`config.mk`:
```
export PLATFORM = sky130hd
export DESIGN_NAME = adp_ctrl
export DESIGN_NICKNAME = d
export VERILOG_FILES = /design/src/rtl/core/adp_pkg.sv /design/src/rtl/core/adp_ctrl.sv
export SDC_FILE = /design/constraint.sdc
export NUM_CORES = 1
export LEC_CHECK = 0
export ABC_AREA = 0
export BUFFER_PORTS_ARGS = -buffer_cell sky130_fd_sc_hd__buf_2
export CORE_ASPECT_RATIO = 2
export CORE_UTILIZATION = 55
export DETAILED_ROUTE_END_ITERATION = 8
export GPL_TIMING_DRIVEN = 0
export PLACE_DENSITY = 0.84
export SETUP_SLACK_MARGIN = 0.3
export SYNTH_ARGS = -nofsm -noshare
export SYNTH_HDL_FRONTEND = slang
export SYNTH_SLANG_ARGS = --single-unit
```
`constraint.sdc`:
```
create_clock -name clock -period 4.6 [get_ports clock]
set_clock_uncertainty 0.15 [all_clocks]
set_input_delay 0.92 -clock clock [delete_from_list [all_inputs] [get_ports clock]]
set_output_delay 0.92 -clock clock [all_outputs]
set_load 0.05 [all_outputs]
```
`src/rtl/core/adp_pkg.sv`:
```
// Shared types and constants for the Adam parameter update block.
// No dependencies; every other file of the block imports this package.
package adp_pkg;

   localparam int IDX_W      = 10;
   localparam int VAL_W      = 32;
   localparam int LR_W       = 24;
   localparam int CSR_IDX_W  = 3;
   localparam int CSR_DATA_W = 24;

   localparam int DIV_NUM_W = 88;
   localparam int DIV_DEN_W = 58;
   localparam int DIV_CNT_W = 7;

   localparam logic [CSR_IDX_W-1:0] CSR_BASE_LR = 3'd0;
   localparam logic [CSR_IDX_W-1:0] CSR_DECAY   = 3'd1;
   localparam logic [CSR_IDX_W-1:0] CSR_EPSILON = 3'd2;
   localparam logic [CSR_IDX_W-1:0] CSR_BETA1   = 3'd3;
   localparam logic [CSR_IDX_W-1:0] CSR_BETA2   = 3'd4;

   localparam logic [23:0] RST_BASE_LR = 24'd16777;
   localparam logic [15:0] RST_EPSILON = 16'd429;
   localparam logic [15:0] RST_BETA1   = 16'd58982;
   localparam logic [15:0] RST_BETA2   = 16'd65470;

   typedef enum logic [4:0] {
      OP_NOP, OP_CLEAR, OP_CSR, OP_LOAD, OP_MOD, OP_READ,
      OP_M1, OP_M2, OP_M3, OP_G2, OP_V1, OP_V2, OP_V3, OP_V4,
      OP_DIV_M, OP_CAP_M, OP_DIV_V, OP_CAP_V, OP_SQRT, OP_CAP_S,
      OP_DIV_R, OP_CAP_R, OP_S1, OP_S2, OP_OUT, OP_E1, OP_E2,
      OP_RATE0, OP_RATE1, OP_CAP_LR
   } dp_op_type;

   typedef struct packed {
      dp_op_type op;
   } dp_cmd_type;

   typedef struct packed {
      logic clr_last;
      logic mod_last;
      logic div_done;
      logic sqrt_done;
      logic eos;
      logic decay_zero;
      logic csr_rate;
   } dp_status_type;

endpackage

```
`src/rtl/core/adp_ctrl.sv`:
```
// Sequencer: walks one request through the datapath and owns the handshakes.
// Depends on adp_pkg for command and status types.
module adp_ctrl (
   input  logic                   clock,
   input  logic                   reset,
   input  logic                   req_valid,
   output logic                   req_ready,
   input  logic                   csr_valid,
   output logic                   csr_ready,
   output logic                   rsp_valid,
   input  logic                   rsp_ready,
   input  adp_pkg::dp_status_type status,
   output adp_pkg::dp_cmd_type    cmd
);
   import adp_pkg::*;

   typedef enum logic [27:0] {
      ST_CLEAR = 28'h0000001, ST_IDLE  = 28'h0000002, ST_MOD   = 28'h0000004,
      ST_READ  = 28'h0000008, ST_M1    = 28'h0000010, ST_M2    = 28'h0000020,
      ST_M3    = 28'h0000040, ST_G2    = 28'h0000080, ST_V1    = 28'h0000100,
      ST_V2    = 28'h0000200, ST_V3    = 28'h0000400, ST_V4    = 28'h0000800,
      ST_DIVM  = 28'h0001000, ST_WAITM = 28'h0002000, ST_DIVV  = 28'h0004000,
      ST_WAITV = 28'h0008000, ST_SQS   = 28'h0010000, ST_WAITS = 28'h0020000,
      ST_DIVR  = 28'h0040000, ST_WAITR = 28'h0080000, ST_S1    = 28'h0100000,
      ST_S2    = 28'h0200000, ST_FIN   = 28'h0400000, ST_E1    = 28'h0800000,
      ST_E2    = 28'h1000000, ST_RATE0 = 28'h2000000, ST_RATE1 = 28'h4000000,
      ST_RATE2 = 28'h8000000
   } state_type;

   state_type state_ff, state_in;
   logic      rsp_valid_ff, rsp_valid_in;

   assign csr_ready = state_ff == ST_IDLE;
   assign req_ready = (state_ff == ST_IDLE) && !csr_valid;
   assign rsp_valid = rsp_valid_ff;

   always_comb begin
      state_in     = state_ff;
      cmd.op       = OP_NOP;
      rsp_valid_in = rsp_valid_ff && !rsp_ready;
      unique case (state_ff)
         ST_CLEAR: begin
            cmd.op = OP_CLEAR;
            if (status.clr_last) state_in = ST_IDLE;
         end
         ST_IDLE: begin
            if (csr_valid) begin
               cmd.op = OP_CSR;
               if (status.csr_rate) state_in = ST_RATE0;
            end else if (req_valid) begin
               cmd.op   = OP_LOAD;
               state_in = ST_MOD;
            end
         end
         ST_MOD: begin
            cmd.op = OP_MOD;
            if (status.mod_last) state_in = ST_READ;
         end
         ST_READ: begin cmd.op = OP_READ; state_in = ST_M1; end
         ST_M1:   begin cmd.op = OP_M1;   state_in = ST_M2; end
         ST_M2:   begin cmd.op = OP_M2;   state_in = ST_M3; end
         ST_M3:   begin cmd.op = OP_M3;   state_in = ST_G2; end
         ST_G2:   begin cmd.op = OP_G2;   state_in = ST_V1; end
         ST_V1:   begin cmd.op = OP_V1;   state_in = ST_V2; end
         ST_V2:   begin cmd.op = OP_V2;   state_in = ST_V3; end
         ST_V3:   begin cmd.op = OP_V3;   state_in = ST_V4; end
         ST_V4:   begin cmd.op = OP_V4;   state_in = ST_DIVM; end
         ST_DIVM: begin cmd.op = OP_DIV_M; state_in = ST_WAITM; end
         ST_WAITM: begin
            if (status.div_done) begin cmd.op = OP_CAP_M; state_in = ST_DIVV; end
         end
         ST_DIVV: begin cmd.op = OP_DIV_V; state_in = ST_WAITV; end
         ST_WAITV: begin
            if (status.div_done) begin cmd.op = OP_CAP_V; state_in = ST_SQS; end
         end
         ST_SQS:  begin cmd.op = OP_SQRT; state_in = ST_WAITS; end
         ST_WAITS: begin
            if (status.sqrt_done) begin cmd.op = OP_CAP_S; state_in = ST_DIVR; end
         end
         ST_DIVR: begin cmd.op = OP_DIV_R; state_in = ST_WAITR; end
         ST_WAITR: begin
            if (status.div_done) begin cmd.op = OP_CAP_R; state_in = ST_S1; end
         end
         ST_S1:   begin cmd.op = OP_S1; state_in = ST_S2; end
         ST_S2:   begin cmd.op = OP_S2; state_in = ST_FIN; end
         ST_FIN: begin
            // output register must be free or draining this cycle
            if (!rsp_valid_ff || rsp_ready) begin
               cmd.op       = OP_OUT;
               rsp_valid_in = 1'b1;
               state_in     = status.eos ? ST_E1 : ST_IDLE;
            end
         end
         ST_E1:    begin cmd.op = OP_E1; state_in = ST_E2; end
         ST_E2:    begin cmd.op = OP_E2; state_in = ST_RATE0; end
         ST_RATE0: begin
            cmd.op   = OP_RATE0;
            state_in = status.decay_zero ? ST_IDLE : ST_RATE1;
         end
         ST_RATE1: begin cmd.op = OP_RATE1; state_in = ST_RATE2; end
         ST_RATE2: begin
            if (status.div_done) begin cmd.op = OP_CAP_LR; state_in = ST_IDLE; end
         end
         default: state_in = ST_IDLE;
      endcase
   end

   always_ff @(posedge clock) begin
      if (reset) begin
         state_ff     <= ST_CLEAR;
         rsp_valid_ff <= 1'b0;
      end else begin
         state_ff     <= state_in;
         rsp_valid_ff <= rsp_valid_in;
      end
   end
endmodule

```
* Yosys cells after proc, flatten, opt, wreduce, memory -nomap -nowiden *
Cells that the tools add are included.

cells by class
  equal/unequal tests = 38
  multiplexer cells = 25
  reductions and logical operators = 7

operator list
  cell                  count
  $pmux 28 s28          1
  $mux 28               11
  $pmux 5 s28           1
  $eq 28x1->1 const B   1
  $eq 28x10->1 const B  1
  $eq 28x11->1 const B  1
  $eq 28x12->1 const B  1
  $eq 28x13->1 const B  1
  $eq 28x14->1 const B  1
  $eq 28x15->1 const B  1
  $eq 28x16->1 const B  1
  $eq 28x17->1 const B  1
  $eq 28x18->1 const B  1
  $eq 28x19->1 const B  1
  $eq 28x2->1 const B   1
  $eq 28x20->1 const B  1
  $eq 28x21->1 const B  1
  $eq 28x22->1 const B  1
  $eq 28x23->1 const B  1
  $eq 28x24->1 const B  1
  $eq 28x25->1 const B  1
  $eq 28x26->1 const B  1
  $eq 28x27->1 const B  1
  $eq 28x28->1 const B  1
  other kinds (20)      36

storage, ports and cells
  bits in registers = 29
  input bits = 12
  output and inout port bits = 8
  logic and storage cells = 72

* Depth between registers and ports, before layout *
Gate-level depths: netlist (run 1).

  word-level depth = 4
  mapped depth = 11
  mapped depth without buffers = 7

* Worst setup path before layout (run 1) *
No wires, ideal clock.

  path kind = register to output
  start = register state_ff[6]
  end = output cmd[1] (netlist name)
  arrival = 2793 ps
  required time = 3530 ps
  slack = 737 ps
  cell stages (with the launch flop) = 8
  buffers on the path = 1
  cells stage by stage = dfxtp_1 > buf_6 > nor4_4 > nand4_2 > or3_4 > nor2_1 > o21ai_0 > nand4_1

RTL lines
  item                    RTL line         RTL
  from (decl)             adp_ctrl.sv:30   state_type state_ff, state_in;
  from (signal assigned)  adp_ctrl.sv:113  state_ff <= state_in;
  to (decl)               adp_ctrl.sv:13   output adp_pkg::dp_cmd_type cmd

==> results of run 1 <==
==> logic make-up after synthesis <==
family	count (synthesis)	share of synthesized area
XOR/XNOR	6	0.0279
buffers and inverters	12	0.0378
AND/OR/NAND/NOR	160	0.538
AO/OA/AOI/OAI	27	0.0882
flip-flops	29	0.308
==> through the flow <==
step | utilization | power (W) | setup WS, ps
2_1_floorplan | - | 0.000313 | 737
3_3_place_gp | 0.626 | 0.000334 | 751
3_5_place_dp | 0.626 | 0.000335 | 749
4_1_cts | 0.652 | 0.000541 | 428
5_1_grt | 0.659 | 0.000557 | 327
6_report | 0.659 | 0.000538 | 538
==> cells in the final DEF (no fill, tap or decap), drive strengths merged, types with 2 or more instances in the layout <==
cell type	n
nand2b	2
or2	2
buf	22
nand4	13
inv	5
a21oi	12
nand3	8
nor4	15
o21ai	3
a31oi	3
nor2	35
xor2	2
xnor2	4
or4	2
nand3b	3
nand4b	6
nor2b	5
or4b	3
clkbuf	11
nor3b	5
nor3	20
nor4b	12
nand2	17
dfxtp	29
o211ai	2
or3	10
==> worst register-to-register path, cell delays in order (launching register included) <==
cell and delay [ps]:
dfxtp_1 290, clkbuf_1 200, nor4_4 430, nand2_1 150, clkbuf_1 270, nor4_1 610
nor2_1 110, nand3_2 130, or2_1 120, buf_6 130, buf_8 150, nor2_1 50
==> cell type report <==
class,instances,area [um^2]
multi-input cells,193,1260
fillers,288,1100
flip-flops and latches,29,581
repair buffers,19,95.1
clock buffers,7,86.3
plain buffers,7,52.6
well taps,31,38.8
inverters,5,18.8
==> state kept, by name, summed over array words and instances (netlist names) <==
| name | cells |
|---|---|
| state_ff | 28 |
| rsp_valid | 1 |
==> report_power, final <==
part	internal, W	switching, W
clock network	0.000118	0.0000892
registers	0.000253	0.00000403
logic	0.0000246	0.0000486
==> worst paths after layout <==
path	start	end	slack [ps]
hold / removal	rsp_valid	rsp_valid	380
setup reg to reg	state_ff[15]	state_ff[6]	1700
hold reg to reg	rsp_valid	rsp_valid	380
setup / recovery	state_ff[6]	cmd[0]	540
==> repair_timing <==
action                     CTS  global route
resized for setup            0             3
hold buffers                 0             0
setup endpoints to repair    0             3
==> per-layer routing <==
| metal | GRT usage | wire length [um] |
|---|---|---|
| met4 | 0.207 | 314 |
| met5 | 0 | 0 |
| met3 | 0.0553 | 300 |
| met1 | 0.301 | 1860 |
| met2 | 0.569 | 2810 |
==> results by group, run 1 <==
Status
  – Status: finished with violations
  – Failing checks: design-rule violations

STA
  – Fin. Hold Viols: 0
  – Setup tns final: 0 ps
  – Final critical-path share of the clock period: 0.883
  – Final hold slack: 381 ps
  – Setup violations, final: 0
  – Rel. slew slack: 0.563
  – Slew Limit Fails: 0
  – Post-layout min period: 4060 ps
  – Achievable Freq: about 250 MHz
  – RSZ-0062 raised after global routing: false
  – Worst slew pin tran: 649 ps

Power and ir drop
  – Power per cell area: 253 nW/um^2
  – VDD IR max: ~0.28 mV
  – Leak pwr: 0.819 nW

Detailed routing
  – Drt first-iter violations: about 110
  – Routed WL: 5280 um
  – Vias per inst: 6.85
  – Wire per inst: 18.2 um
  – Via count: 1992
  – DRC violations left: 4
  – DR pass1 iterations: 6
  – Antenna Nets Post-Route: 0

Synthesis
  – Most numerous cell in the Yosys netlist: nor2_1
  – Main synth FF type: dfxtp_1
  – Sequential-to-total area share from yosys stat: 0.308
  – Number of synthesized register bits: 29
  – Syn Inst Count: 234
  – Cell taking the most area after synthesis: dfxtp_1
  – FFs w/ async S/R, synth: 0
  – Post-synth EDFFs: 0
  – Syn. warnings: 0
  – Post-synthesis cell type count: 44
  – Yosys top cell area share: 0.308
  – Commonest cells in the netlist: nor2_1, dfxtp_1, nor3_1
  – Ranking of synthesized cells by area: dfxtp_1, nor2_1, nor4b_1, nor3_1, nor4_4
  – Avg Cell Area, Syn: 8.06 um^2
  – Syn nets: 246
  – Synthesized cell area: 1890 um^2

Global route
  – GRT Resource Usage Total: 0.312
  – Number of global-route vias before repair: 1896
  – Pin count of the biggest net entering global routing: 11
  – First-pass GRT wire length: 8600 um
  – Initial antenna violation count: 0
  – Total global routing overflow: 0

Finish
  – Final instance area: roughly 2100 um^2
  – Post-Layout Cell Count: 291
  – Nets: 272
  – Ant diodes: 0
  – Layout cell share with drive strength beyond 1: 0.181
  – Area grow syn2layout: 12.9%

Placement
  – Buffers on Ports: 19
  – Area after DPL: 2020 um^2
  – DP Wirelength: 4190 um
  – Dpl cells: between 200 and 300
  – Routability congestion estimate: 0.998

Floorplan
  – # IOs: 20
  – Chip width: 43.4 um
  – Core Area: 3230 um^2
  – Die Y: 84.8 um
  – # rows: 29
  – Initial core utilization: 0.584
  – Die area: 3680 um^2

Clock network
  – Clock Latency Late Sink: 280 ps
  – Clock-pin transition on the worst setup and hold timing paths: 50 ps
  – CTS max path bufs: 2
  – Post-CTS setup buffer count: 0
  – CTS tree: done
  – Root buf cell: clkbuf_8
  – H-tree depth: 2
  – TritonCTS buffer count: 5
  – Sink Count: 29

Critical path
  – Crit-path max cell delay: between 400 and 500 ps
  – Crit Path Max Fanout: 10
  – Worst endpoint required time: 3530 ps
  – Register-to-Register Path Depth: 11
  – Critical Path Stages: 9
  – Cells along the critical path: buf_6, nor4_4, nand3_2, clkbuf_1, or3_1, nor3b_2, a2111oi_0, nand4_1, buf_2
  – Setup CP Type: flip-flop to output port
  – CP top delay family: simple AND/OR/NAND/NOR gates
  – Worst path bufs/invs: 3
  – Crit path DAT: 2990 ps
  – Crit. End Element: output port
  – CP startpoint kind: flip-flop
  – CP max stage cell: or3_1

Flow run
  – Maxcap violations: 0

Worst hold path
  – Tightest Hold Check Type: flip-flop to flip-flop
  – WHS Path Cells: 2
(Power assumes the default switching activity.)
==> inputs of run 2 (changes only) <==
--- a/config.mk
+++ b/config.mk
@@ -11,7 +11,7 @@
 export CORE_UTILIZATION = 55
 export DETAILED_ROUTE_END_ITERATION = 8
 export GPL_TIMING_DRIVEN = 0
-export PLACE_DENSITY = 0.84
+export PLACE_DENSITY = 0.75
 export SETUP_SLACK_MARGIN = 0.3
 export SYNTH_ARGS = -nofsm -noshare
 export SYNTH_HDL_FRONTEND = slang
==> run 2 against run 1 <==
Effect of this change: the run still ends with design-rule violations left; register-to-register slack worse by 70 ps; non-clock buffer count up 4; cell count up 1.4%; critical endpoint unchanged; highest routed layer unchanged.
==> results by group, run 2 (synthesis gave the netlist of run 1 again) <==
STA
  – Final hold slack: 379 ps (-2.26 ps)
  – RSZ-0062 raised after global routing: false
  – Final critical-path share of the clock period: 0.889 (+0.00572)
  – Fin. Hold Viols: 0 (unchanged)
  – Post-layout min period: 4090 ps (+26.3 ps)
  – Setup tns final: 0 ps (unchanged)
  – Setup violations, final: 0 (unchanged)
  – Worst slew pin tran: 695 ps (+45.8 ps)
  – Slew Limit Fails: 0 (unchanged)
  – Rel. slew slack: 0.525 (-0.0385)
  – Achievable Freq: 245 MHz (-0.64%)

Finish
  – Area of the multi-input gates: 1260 um^2 (+0.50%)
  – Register area: 581 um^2 (unchanged)
  – Max reg flops: 28 (unchanged)
  – Most common cell after layout, fill and taps aside: nor2_1
  – Top reg by flops: state_ff
  – Area grow syn2layout: 14.8%
  – Ant diodes: 0 (unchanged)
  – Layout cell share with drive strength beyond 1: 0.193 (+0.0124)
  – Fillers: 302 (+4.9%)
  – Most frequent cells in the layout: nor2_1, dfxtp_1, nor3_1, buf_2, nand2_1
  – Nets: 276 (+1.5%)

Detailed routing
  – Routed WL: 5500 um (+4.0%)
  – DRC violations left: 3 (-1)
  – Via count: 1999 (+0.35%)
  – Vias per inst: 6.78 (-1.0%)
  – DR pass1 iterations: 6 (unchanged)
  – Antenna Nets Post-Route: 0 (unchanged)
  – Drt first-iter violations: 118 (+4.4%)
  – Wire per inst: 18.6 um (+2.6%)

Critical path
  – FF-to-FF setup slack: 1630 ps (-70 ps)
  – CP startpoint kind: flip-flop
  – CP Launch Point: state_ff[6]
  – RR Startpoint: state_ff[0]
  – Register-to-Register Path Depth: 8 (-3)
  – Crit. End Element: output port
  – Crit Path Max Fanout: 10 (unchanged)
  – R2r endpoint: state_ff[1]
  – Setup CP Type: flip-flop to output port
  – Crit path DAT: 3020 ps (+30 ps)
  – End point of the critical path: cmd[0]
  – Worst endpoint required time: 3530 ps (about the same)

Global route
  – Number of global-route vias before repair: 1917 (+1.1%)
  – Pin count of the biggest net entering global routing: 11 (unchanged)
  – GR peak layer: met2
  – GRT Resource Usage Total: 0.322 (+0.00949)
  – Met2 Use GR: 0.547 (-0.0220)
  – First-pass GRT wire length: 8930 um (+3.9%)
  – Initial antenna violation count: 0 (unchanged)
  – Total global routing overflow: 0 (unchanged)
  – GR Layer Usage met3: 0.0489 (-0.00638)
  – Met1 Usage GRT: 0.348 (+0.0472)

Clock network
  – TritonCTS buffer count: 5 (unchanged)
  – Clock Latency Late Sink: 270 ps (about the same)
  – Root buf cell: clkbuf_8
  – CTS max path bufs: 2 (unchanged)
  – CTS tree: done
  – Clock-pin transition on the worst setup and hold timing paths: 60 ps (about the same)
  – H-tree depth: 2 (unchanged)
  – Sink Count: 29 (unchanged)

Floorplan
  – Chip width: 43.4 um (unchanged)
  – Initial core utilization: 0.584 (unchanged)
  – Die Y: 84.8 um (unchanged)
  – # IOs: 20 (unchanged)
  – Core Area: 3230 um^2 (unchanged)
  – Die area: 3680 um^2 (unchanged)
  – # rows: 29 (unchanged)

Power and ir drop
  – Power per cell area: 249 nW/um^2 (-1.3%)
  – Leak pwr: 0.840 nW (+2.6%)
  – VDD IR max: 0.265 mV (-4.6%)

Placement
  – Buffers on Ports: 19 (unchanged)
  – DP Wirelength: 4270 um (+1.9%)
  – Routability congestion estimate: 1.02 (+2.6%)

Worst hold path
  – Tightest Hold Check Type: flip-flop to flip-flop
  – Hold_sp: rsp_valid

Flow run
  – Maxcap violations: 0 (unchanged)

Status
  – Status: finished with violations
  – Failing checks: design-rule violations
==> run 2: final cells by class <==
type | count | area share
plain buffers | 7 | 0.0243
clock buffers | 7 | 0.0399
inverters | 5 | 0.00867
multi-input cells | 193 | 0.583
flip-flops and latches | 29 | 0.268
well taps | 31 | 0.0179
repair buffers | 23 | 0.0578
==> run 2: worst min-delay path by stage <==
stage                  endpoint  slack (ps)  depth (start not counted)
finish                rsp_valid         380                          2
global route          rsp_valid         410                          2
CTS                   rsp_valid         380                          2
detailed placement    rsp_valid         370                          2
global placement      rsp_valid         370                          2
floorplan           state_ff[9]         340                          2
==> run 2: layer usage <==
| metal | wire [um] | vias up |
|---|---|---|
| met1 | 2010 | 933 |
| met4 | 318 | 0 |
| met5 | 0 | - |
| met3 | 264 | 28 |
| met2 | 2900 | 85 |
| li1 | - | 953 |
==> run 2: what timing repair did <==
| item | CTS | global route |
|---|---|---|
| hold buffers | 0 | 0 |
| setup buffers | 0 | 4 |
| setup endpoints to repair | 0 | 4 |
| resized for setup | 0 | 4 |
| hold endpoints to repair | 0 | 0 |
==> run 2: worst max-delay path: stages (launching register included) <==
cell and delay [ps]:
dfxtp_1 300, buf_6 130, nor4_4 360, nand3_2 250, clkbuf_1 310, or3_1 450, nor3b_1 370, a2111oi_0 180
nand4_1 120, buf_2 260
==> run 2: where the power goes <==
group	internal, W	switching [W]	leakage, nW
clock network	0.000118	0.0000906	0.0443
logic	0.0000247	0.0000490	0.561
registers	0.000253	0.00000415	0.234
total	0.000396	0.000144	0.840
==> run 2: stage by stage <==
step | util | area, um^2 | setup WS, ps | power, W | std cells
after floorplan | - | 1890 | 737 | 0.000313 | 234
after global placement | 0.626 | 2020 | 687 | 0.000335 | 284
after detailed placement | 0.626 | 2020 | 645 | 0.000335 | 284
after CTS | 0.652 | 2110 | 305 | 0.000541 | 291
after global routing | 0.671 | 2170 | 399 | 0.000559 | 295
final | 0.671 | 2170 | 512 | 0.000540 | 295
